`config.mk`:
```
export PLATFORM = sky130hd
export DESIGN_NAME = nll_fifo
export DESIGN_NICKNAME = d
export VERILOG_FILES = /design/src/hdl/nll_fifo.sv
export SDC_FILE = /design/constraint.sdc
export NUM_CORES = 1
export LEC_CHECK = 0
export BUFFER_PORTS_ARGS = -buffer_cell sky130_fd_sc_hd__buf_2
export CORE_MARGIN = 5
export CORE_UTILIZATION = 35
export CTS_BUF_LIST = sky130_fd_sc_hd__clkbuf_2 sky130_fd_sc_hd__clkbuf_4 sky130_fd_sc_hd__clkbuf_8
export DETAILED_ROUTE_END_ITERATION = 10
export GPL_ROUTABILITY_DRIVEN = 0
export GPL_TIMING_DRIVEN = 0
export SLEW_MARGIN = 25
export SYNTH_ARGS = -nofsm -noshare
export SYNTH_HDL_FRONTEND = slang
export SYNTH_SLANG_ARGS = --single-unit
```
`constraint.sdc`:
```
create_clock -name clk -period 1.8 [get_ports clk]
set_input_delay 0.36 -clock clk [delete_from_list [all_inputs] [get_ports clk]]
set_output_delay 0.36 -clock clk [all_outputs]
set_load 0.02 [all_outputs]
```
`src/hdl/nll_fifo.sv`:
```
// Small first-in first-out queue in flip-flops, used between the stages
// and at the result side. No dependencies.
module nll_fifo #(
	parameter int WIDTH = 8,
	parameter int DEPTH = 2
) (
	input  logic             clk,
	input  logic             arst_n,
	input  logic             wr,
	input  logic [WIDTH-1:0] wdata,
	output logic             full,
	input  logic             rd,
	output logic [WIDTH-1:0] rdata,
	output logic             empty
);

	localparam int AW = (DEPTH > 1) ? $clog2(DEPTH) : 1;

	logic [WIDTH-1:0] mem_q [DEPTH];
	logic [AW-1:0]    wp_q;
	logic [AW-1:0]    rp_q;
	logic [AW:0]      cnt_q;
	logic             do_wr;
	logic             do_rd;

	assign full  = (cnt_q == (AW+1)'(DEPTH));
	assign empty = (cnt_q == '0);
	assign rdata = mem_q[rp_q];
	assign do_wr = wr && !full;
	assign do_rd = rd && !empty;

	always_ff @(posedge clk or negedge arst_n) begin
		if (!arst_n) begin
			wp_q  <= '0;
			rp_q  <= '0;
			cnt_q <= '0;
		end else begin
			if (do_wr) begin
				wp_q <= (wp_q == AW'(DEPTH - 1)) ? '0 : wp_q + 1'b1;
			end
			if (do_rd) begin
				rp_q <= (rp_q == AW'(DEPTH - 1)) ? '0 : rp_q + 1'b1;
			end
			if (do_wr && !do_rd) begin
				cnt_q <= cnt_q + 1'b1;
			end else if (do_rd && !do_wr) begin
				cnt_q <= cnt_q - 1'b1;
			end
		end
	end

	always_ff @(posedge clk) begin
		if (do_wr) begin
			mem_q[wp_q] <= wdata;
		end
	end

endmodule

```
==> out/metrics.cfg <==
[yosys]
synth_edf_count=16
seq_area_frac_synth_pct=74.2
synth_commonest_cells=16 x edfxtp_1, 6 x mux2_1, 4 x dfrtp_1
synth_ff_type=edfxtp_1
synth_fp_nets=57
syn_avg_cell_area_sq_um=17.8
synth.top_cell.area_share_pct=61.4
muxShareOfSynthArea_pct=11.5
ys_ff_latch=20
synth_xor_area_share_pct=6.56
synth-simple-area-share_pct=3.84
ys_warn_count=0
synth-compound-area-share_pct=0.640
synth_top_area_cell=edfxtp_1
yosysUniqueCellTypes=15
synth_top_family_by_area=multiplexers
synthAdderAreaFrac_pct=1.60
netlist_area_sq_um=782
synth_cells=44
synthArstFlopShare_pct=20.0
yosysMostFrequentCell=edfxtp_1
synth.area.top_cells=edfxtp_1 61%, dfrtp_1 13%, mux2_1 8.6%

[floorplan]
pin_count=22
fp-row-count=17
dieArea_sq_um=3280
die_y_um=57.3
start_util_pct=36.0
die_w_um=57.3
design.core.area_sq_um=2170

[global_routing]
grt_pass1_wl_um=2060
overflow=0
grt_max_degree=13
track_usage_pct=8.63
grt_pass1_vias=451
antenna_found_initial=0

[sta]
finalSetupTns_ns=0
fmaxAchievable_mhz=597
finalHoldViolations=0
relSlewSlack_pct=53.1
period_share_pct=93.1
setup_viol=0
worst_slew_pin_slew_ns=0.700
setup_ws_ns=0.124
finClkSkew_ns=0.00969
fin_crit_ns=1.68
finalMaxSlewViolations=0
rsz0062_at_grt=no
whs_ns=0.246

[routing]
via_count=433
wl_met1_um=454
met3_length_um=108
ant_nets=0
routed_wirelength_um=1210
drt_pass1_iterations=3
vias_per_cell=4.42
met2WireLength_um=645
top_layer_used=met3
route.detailed.drc=0
wl_per_cell_um=12.3
drtIter0Drc=5

[cts]
cts_sinks=20
cts_max_path_buffers=2
cts_setup_buffers=0
worstSkewPairLatency_ns=0.30
htreeDepth=1
numCtsBuffers=3
path_clk_slew_ns=0.11
clock-root-buffer=clkbuf_4
cts_tree=done

[hold_path]
hold_path.class=in2reg

[place]
hpwlAfterDp_um=884
port_buffers=21
place_inst=93
dp_slack_ns=0.155

[critical_path]
required_ns=1.44
crit_arrival_ns=1.32
worstPathMaxFanout=9
critPathKind=reg2out
crit_path_end_kind=primary output
cp-start-kind=flip-flop

[layout]
drive_gt1_share_pct=42.9
syn2layout_area_growth_pct=26.2
fin_util_pct=45.5
nNetsFinal=84
fin_cells=98
n_antenna_cell=0
fillers=203

[power_and_ir_drop]
ir_drop_v=0.00109
p_leak_uw=0.000411
powerDensity_nw_per_um2=1690

[run]
max_cap_violations=0

[run_status]
status=finished clean

-- critical path, cell delays in order, from the launching register on --
cell	delay, ns
dfrtp_1	0.37
buf_4	0.18
mux2_1	0.32
buf_2	0.16
-- layer usage --
layer | GRT usage, % | up-vias
met3 | 5.20 | 0
met5 | 0 | -
met4 | 1.99 | 0
met1 | 8.56 | 208
li1 | - | 210
met2 | 15.3 | 15
-- kinds of logic after synthesis --
kind of cell	Yosys count
flip-flops	20
multiplexers	8
AND/OR/NAND/NOR	6
XOR/XNOR	5
buffers and inverters	3
AO/OA/AOI/OAI	1
adder cells (fa/ha/maj)	1
-- placed cells by master (no fill, tap or decap), types with 2 or more instances in the layout --
cell type / n
xnor2_1: 2
mux2_2: 2
dfrtp_1: 4
mux2_1: 6
nor2_1: 3
clkbuf_4: 3
buf_2: 21
xor2_1: 2
edfxtp_1: 16
inv_1: 2
-- metrics by stage --
step                instance area [sq um]  power, uW
floorplan                             782       1150
global placement                      922       1320
detailed placement                    922       1330
CTS                                   985       1690
global route                          987       1780
finish                                987       1670
-- report_power, final --
| group | internal (uW) | switching, uW | total, uW |
|---|---|---|---|
| logic | 255 | 349 | 604 |
| clock network | 225 | 132 | 357 |
| registers | 647 | 62.7 | 710 |
| total | 1130 | 544 | 1670 |
-- state kept, by name, indices dropped and copies added (netlist names) --
signal,flops
rp_q,1
mem_q,16
cnt_q,2
wp_q,1
-- worst paths after layout --
path                            cells after the start                  from               endpoint  slack [ns]
worst max-delay path                                3      rp_q$_DFFE_PN0P_               rdata[4]        0.12
worst min-delay path                                1              wdata[5]  mem_q[1][5]$_DFFE_PP_        0.25
worst max register to register                      3  cnt_q[0]$_DFFE_PN0P_  mem_q[0][2]$_DFFE_PP_        0.19
worst min register to register                      1  cnt_q[1]$_DFFE_PN0P_   cnt_q[1]$_DFFE_PN0P_        0.53
max in group asynchronous                           2                arst_n   cnt_q[1]$_DFFE_PN0P_        1.29
min in group asynchronous                           2                arst_n       wp_q$_DFFE_PN0N_        0.38
-- layout make-up --
cell class / instances / area (sq um) / area share [%]
flip-flops and latches: 20 / 581 / 58.8
multi-input cells: 21 / 189 / 19.1
repair buffers: 22 / 115 / 11.7
well taps: 28 / 35.0 / 3.55
clock inverters: 1 / 30.0 / 3.04
clock buffers: 3 / 22.5 / 2.28
plain buffers: 1 / 7.51 / 0.760
inverters: 2 / 7.51 / 0.760
-- repair_timing --
item / CTS / global route
resized for setup: 0 / 2
setup endpoints to repair: 0 / 8
hold buffers: 1 / 0
endpoints found under the hold margin: 4 / 0
(Power assumes the default switching activity.)
