[src/hdl/nll_pkg.sv]
// Shared types, register indexes and helpers of the note length limiter.
// No dependencies; the front, back, top and test files import this package.
package nll_pkg;

	localparam int unsigned MAX_FRAME   = 8192;
	localparam int unsigned FULL_Q16    = 65536;
	localparam int unsigned TRIGGER_MIN = 65;

	// register indexes of the configuration port
	localparam logic [2:0] REG_FRAME     = 3'd0;
	localparam logic [2:0] REG_LIMIT     = 3'd1;
	localparam logic [2:0] REG_CLIP_LOW  = 3'd2;
	localparam logic [2:0] REG_CLIP_HIGH = 3'd3;
	localparam logic [2:0] REG_GAIN      = 3'd4;

	// event kinds
	localparam logic EV_ON  = 1'b0;
	localparam logic EV_OFF = 1'b1;

	localparam logic [6:0] VEL_OFF = 7'd127;

	typedef enum logic [1:0] {
		ACT_START   = 2'd0,
		ACT_TRIGGER = 2'd1,
		ACT_END     = 2'd2
	} act_t;

	typedef enum logic [1:0] {
		F_IDLE,
		F_DIV,
		F_PUSH
	} front_state_t;

	typedef enum logic [1:0] {
		B_IDLE,
		B_READ,
		B_EXEC,
		B_ON
	} back_state_t;

	typedef struct packed {
		logic [1:0]  action;
		logic [6:0]  note;
		logic [15:0] sample_position;
		logic [17:0] strength;
	} nll_in_t;

	typedef struct packed {
		logic        event_kind;
		logic [6:0]  event_note;
		logic [6:0]  velocity;
		logic [12:0] event_offset;
		logic        last;
	} nll_out_t;

	// effective configuration, already limited to its meaningful range
	typedef struct packed {
		logic [13:0] frame;
		logic [23:0] limit;
		logic [16:0] clip_low;
		logic [16:0] clip_high;
		logic [16:0] gain;
	} nll_cfg_t;

	// classified item handed from the front to the back
	typedef struct packed {
		act_t        action;
		logic [6:0]  note;
		logic [12:0] pos;
		logic [6:0]  vel;
	} nll_job_t;

	function automatic logic [13:0] frame_eff(input logic [13:0] f);
		logic [13:0] r;
		if (f == 14'd0) begin
			r = 14'd1;
		end else if (f > 14'(MAX_FRAME)) begin
			r = 14'(MAX_FRAME);
		end else begin
			r = f;
		end
		return r;
	endfunction

	function automatic logic [16:0] sat_q16(input logic [16:0] v);
		return (v > 17'(FULL_Q16)) ? 17'(FULL_Q16) : v;
	endfunction

endpackage

[src/hdl/nll_ram.sv]
// Generic single-port-write, single-port-read RAM with registered read data.
// No dependencies.
module nll_ram #(
	parameter int WIDTH = 32,
	parameter int DEPTH = 128
) (
	input  logic                                    clk,
	input  logic                                    we,
	input  logic [(DEPTH > 1 ? $clog2(DEPTH) : 1)-1:0] waddr,
	input  logic [WIDTH-1:0]                        wdata,
	input  logic [(DEPTH > 1 ? $clog2(DEPTH) : 1)-1:0] raddr,
	output logic [WIDTH-1:0]                        rdata
);

	logic [WIDTH-1:0] mem_q [DEPTH];

	always_ff @(posedge clk) begin
		if (we) begin
			mem_q[waddr] <= wdata;
		end
		rdata <= mem_q[raddr];
	end

endmodule

[src/hdl/nll_back.sv]
// Back stage: read-modify-write of the per-note age counters and emission
// of note-off and note-on events. Depends on nll_pkg and nll_ram.
module nll_back import nll_pkg::*; #(
	parameter int NOTE_COUNT = 128
) (
	input  logic     clk,
	input  logic     arst_n,
	input  nll_cfg_t cfg,
	input  nll_job_t job,
	input  logic     job_empty,
	output logic     job_pop,
	output nll_out_t result,
	output logic     res_push,
	input  logic     res_full
);

	localparam int AW = (NOTE_COUNT > 1) ? $clog2(NOTE_COUNT) : 1;

	back_state_t state_q;
	back_state_t state_d;

	nll_job_t              job_q;
	logic [31:0]           age_q;
	logic [NOTE_COUNT-1:0] valid_q;

	logic [AW-1:0] idx;
	logic          we;
	logic [31:0]   wdata;
	logic [31:0]   rdata;
	logic          clr_v;
	logic          emit;

	logic          over;
	logic [33:0]   e;
	logic [12:0]   auto_end;
	logic [12:0]   off_pos;
	logic [32:0]   aged;

	assign idx = job_q.note[AW-1:0];

	nll_ram #(
		.WIDTH (32),
		.DEPTH (NOTE_COUNT)
	) u_age (
		.clk   (clk),
		.we    (we),
		.waddr (idx),
		.wdata (wdata),
		.raddr (job.note[AW-1:0]),
		.rdata (rdata)
	);

	// automatic end: frame - 1 - (age - limit), saturated at zero
	assign over     = (cfg.limit != 24'd0) && (age_q > {8'd0, cfg.limit});
	assign e        = 34'(cfg.frame) - 34'd1 + 34'(cfg.limit) - 34'(age_q);
	assign auto_end = e[33] ? 13'd0 : e[12:0];
	assign off_pos  = (over && (auto_end < job_q.pos)) ? auto_end : job_q.pos;
	assign aged     = 33'(age_q) + 33'(cfg.frame);

	always_ff @(posedge clk or negedge arst_n) begin
		if (!arst_n) begin
			state_q <= B_IDLE;
			valid_q <= '0;
		end else begin
			state_q <= state_d;
			if (we) begin
				valid_q[idx] <= 1'b1;
			end else if (clr_v) begin
				valid_q[idx] <= 1'b0;
			end
		end
	end

	always_comb begin
		state_d = state_q;
		job_pop = 1'b0;
		we      = 1'b0;
		wdata   = '0;
		clr_v   = 1'b0;
		emit    = 1'b0;
		result  = '{event_kind: EV_OFF, event_note: job_q.note, velocity: VEL_OFF,
		            event_offset: off_pos, last: 1'b0};
		case (state_q)
			B_IDLE: begin
				job_pop = !job_empty;
				if (!job_empty) begin
					state_d = B_READ;
				end
			end
			B_READ: begin
				state_d = B_EXEC;
			end
			B_EXEC: begin
				case (job_q.action)
					ACT_START: begin
						// age a playing note, saturating
						we      = (age_q != 32'd0);
						wdata   = aged[32] ? 32'hFFFF_FFFF : aged[31:0];
						state_d = B_IDLE;
					end
					ACT_END: begin
						if (over) begin
							emit                = 1'b1;
							result.event_offset = auto_end;
							result.last         = 1'b1;
							if (!res_full) begin
								clr_v   = 1'b1;
								state_d = B_IDLE;
							end
						end else begin
							state_d = B_IDLE;
						end
					end
					ACT_TRIGGER: begin
						if (age_q != 32'd0) begin
							emit = 1'b1;
							if (!res_full) begin
								state_d = B_ON;
							end
						end else begin
							state_d = B_ON;
						end
					end
					default: begin
						state_d = B_IDLE;
					end
				endcase
			end
			B_ON: begin
				emit   = 1'b1;
				result = '{event_kind: EV_ON, event_note: job_q.note, velocity: job_q.vel,
				           event_offset: job_q.pos, last: 1'b1};
				if (!res_full) begin
					we      = 1'b1;
					wdata   = 32'(cfg.frame - 14'd1 - {1'b0, job_q.pos});
					state_d = B_IDLE;
				end
			end
			default: begin
				state_d = B_IDLE;
			end
		endcase
	end

	assign res_push = emit && !res_full;

	always_ff @(posedge clk) begin
		if (job_pop) begin
			job_q <= job;
		end
		if (state_q == B_READ) begin
			age_q <= valid_q[idx] ? rdata : 32'd0;
		end
	end

endmodule

[config.mk]
export PLATFORM = sky130hd
export DESIGN_NAME = nll_back
export DESIGN_NICKNAME = d
export VERILOG_FILES = /design/src/hdl/nll_pkg.sv /design/src/hdl/nll_ram.sv /design/src/hdl/nll_back.sv
export SDC_FILE = /design/constraint.sdc
export NUM_CORES = 2
export LEC_CHECK = 0
export BUFFER_PORTS_ARGS = -buffer_cell sky130_fd_sc_hd__buf_2
export CAP_MARGIN = 20
export CORE_MARGIN = 3
export CORE_UTILIZATION = 35
export CTS_CLUSTER_DIAMETER = 120
export CTS_CLUSTER_SIZE = 12
export DETAILED_ROUTE_END_ITERATION = 16
export GPL_ROUTABILITY_DRIVEN = 0
export HOLD_SLACK_MARGIN = 0.1
export SLEW_MARGIN = 20
export SYNTH_ARGS = -nofsm -noshare
export SYNTH_HDL_FRONTEND = slang
export SYNTH_SLANG_ARGS = --single-unit
[constraint.sdc]
create_clock -name clk -period 11.6 [get_ports clk]
set_input_delay 2.9 -clock clk [delete_from_list [all_inputs] [get_ports clk]]
set_output_delay 2.9 -clock clk [all_outputs]
set_load 0.01 [all_outputs]
==> impl_metrics.ini <==
[run_status]
status = complete, no violations

[grt]
antenna_found_initial = 38
grt_usage = 0.182
grt_pass1_wl_um = 637000
gr-usage-met2 = 0.301
met3_usage = 0.0286
grt_max_degree = 145
first_global_vias = 83041
busiest_layer = met2
grt_use_met1 = 0.248
overflow = 0

[floorplanning]
coreArea_um2 = 480000
io_pins = 153
start_util = 0.353
dieArea_um2 = 492000
die_w_um = 702
fp-row-count = 254
die_h_um = 702

[worst_setup_path]
r2r_end = u_age.mem_q[96][16]
critPathLaunch = cfg[76]
crit_path_start_kind = input pin
worst-setup-path-type = input pin to primary output
reg2reg_slack_ps = 6050
max_stage_delay_ps = 490
crit_required_ps = 8700
arrival_ps = 8410
cp-end-kind = primary output
cp_max_fo = 10
crit_slowest_cell = fa_1
rr_worst_depth = 14
r2r-start = age_q[0]

[finish]
layout-drive-gt1-share = 0.309
mostFrequentLayoutCells = edfxtp_1, mux4_2, clkbuf_16
layout.nets = 8066
syn2layout_area_growth_pct = 12.9
fin_cells = 14315
final_common_cell = edfxtp_1
fill_cells = 41512

[sta]
worst_slew_pin_slew_ps = 1170
setup_violations = 0
period_minus_slack_ps = 11310
skew_ps = 78.0
fmax_mhz = 88.4
final.period_utilization = 0.975
slew-limit-headroom = 0.214
holdWs_ps = 500
setup_tns_ps = 0
hold_viol = 0
slew_violations = 0

[synthesis]
syn_inst = 7401
synth_largest_area_cell = edfxtp_1
synth_edf_count = 4157
synth_ff_type = edfxtp_1
async_flop_share = 0.0301
synth_area_leaders = edfxtp_1, mux4_2, dfrtp_1, o21ai_0, ha_1
yosysSeqAreaShare = 0.760
synth.yosys.warnings = 0
syn_area_um2 = 169000
synth_cell_types = 70
syn_area_per_cell_um2 = 22.9
ys_ff_latch = 4319
synth_nets = 7657
synth_top_cell_area_share = 0.737

[clock_tree]
holdBufCountCts = 0
cts-root-buf = clkbuf_16
htreeDepth = 5
cts_sinks = 4319
path_clk_slew_ps = 70
cts_buffer_depth = 4
cts_tree = done
cts_buffers = 399
insertion_delay_ps = 990

[min_path]
min_path_cells = 1
hold_path_class = flop to flop
hold_path_end = age_q[14]
hp-start = u_age.rdata[14]

[placement]
dpl.cell_count = 13805
hpwl_um = 246000
portBuffers = 101

[routing]
drt_iter0_markers = 11040
viasPerCell = 5.70
post_drt_wl_per_cell_um = 31.7
drt-pass1-iter-count = 9
vias = 81647
drc = 0
routed_wl_um = 454000
ant_nets = 0

[job]
maxCapViolations = 0

[power]
p_total_mw = 33.2
power_density_nw_per_um2 = 174
clkPwrFrac = 0.351
ir_drop_mv = 0.131
p_sw_mw = 7.89
combPwrFrac = 0.103
pwr-share-seq = 0.546
p_sw_frac = 0.238
leakage_nw = 59.7
p_int_mw = 25.3
[worst max path at each step]
stage                         endpoint  slack, ps  cells after the start
global placement            result[11]        -40                     29
floorplan           u_age.mem_q[0][22]        300                     10
CTS                         result[11]         50                     29
global route                result[11]        -20                     29
finish                      result[11]        290                     29
detailed placement          result[11]         80                     29
[repair_timing]
item,4_1_cts,5_1_grt
gates resized for setup,0,17
setup buffers,0,1
setup endpoints to repair,0,13
[area by class of cell]
cell class | count | area, µm² | area share
Sequential cell | 4319 | 129000 | 0.673
Multi-Input combinational cell | 2564 | 40000 | 0.209
Clock buffer | 461 | 10500 | 0.0550
Tap cell | 6400 | 8010 | 0.0419
Timing Repair Buffer | 415 | 3160 | 0.0166
Inverter | 111 | 417 | 0.00218
Clock inverter | 17 | 219 | 0.00115
Antenna cell | 28 | 70.1 | 0.000367
[state kept, by name, summed over array words and instances (netlist names), named ones only]
name         count
age_q           32
u_age.rdata     32
job_q           22
state_q          2
u_age.mem_q   4096
idx              7
[layer usage]
metal / vias up / part of all wire / wire [µm]
met5: - / 0.00011 / 50
met4: 8 / 0.033 / 14800
met3: 697 / 0.082 / 37400
met2: 3903 / 0.49 / 223000
met1: 44926 / 0.39 / 179000
li1: 32113 / - / -
[cells in the mapped netlist (42+ instances only)]
library cell,number
nand2_1,66
dfrtp_1,130
clkbuf_1,247
ha_1,108
edfxtp_1,4157
mux4_2,1346
mux2_2,42
nor2_1,194
a22oi_1,52
buf_1,65
o21ai_0,306
inv_1,111
buf_2,84
[power groups by stage]
stage | clock, mW | sequential, mW | combinational [mW]
global placement | 0 | 18.4 | 3.30
finish | 11.6 | 18.1 | 3.43
detailed placement | 0 | 18.4 | 3.43
global route | 12.5 | 18.1 | 3.65
CTS | 11.9 | 18.1 | 3.43
floorplan | 0 | 18.5 | 1.90
[stage by stage]
stage          instance area [µm²]  utilization  worst slack, ps
2_1_floorplan               169000            -              303
3_3_place_gp                180000        0.375            -42.3
3_5_place_dp                180000        0.375             80.7
4_1_cts                     191000        0.398             51.9
5_1_grt                     191000        0.398            -23.0
6_report                    191000        0.398              288
[logic make-up after synthesis]
logic type	share of synthesized area
AOI/OAI and AO/OA	0.0184
xor gates and xnor gates	0.00290
adders and majority gates	0.0111
buffers and inverters	0.0124
DFF	0.760
muxes	0.182
and+or+nand+nor	0.0129
[critical path: cells and delay by family]
| kind | cells | cell delay, ps |
|---|---|---|
| and+or+nand+nor | 6 | 960 |
| xor gates and xnor gates | 1 | 180 |
| adders and majority gates | 4 | 1300 |
| muxes | 1 | 350 |
| AOI/OAI and AO/OA | 10 | 1870 |
| buffers and inverters | 7 | 850 |
Note: power is estimated with default switching activity, not from simulation.
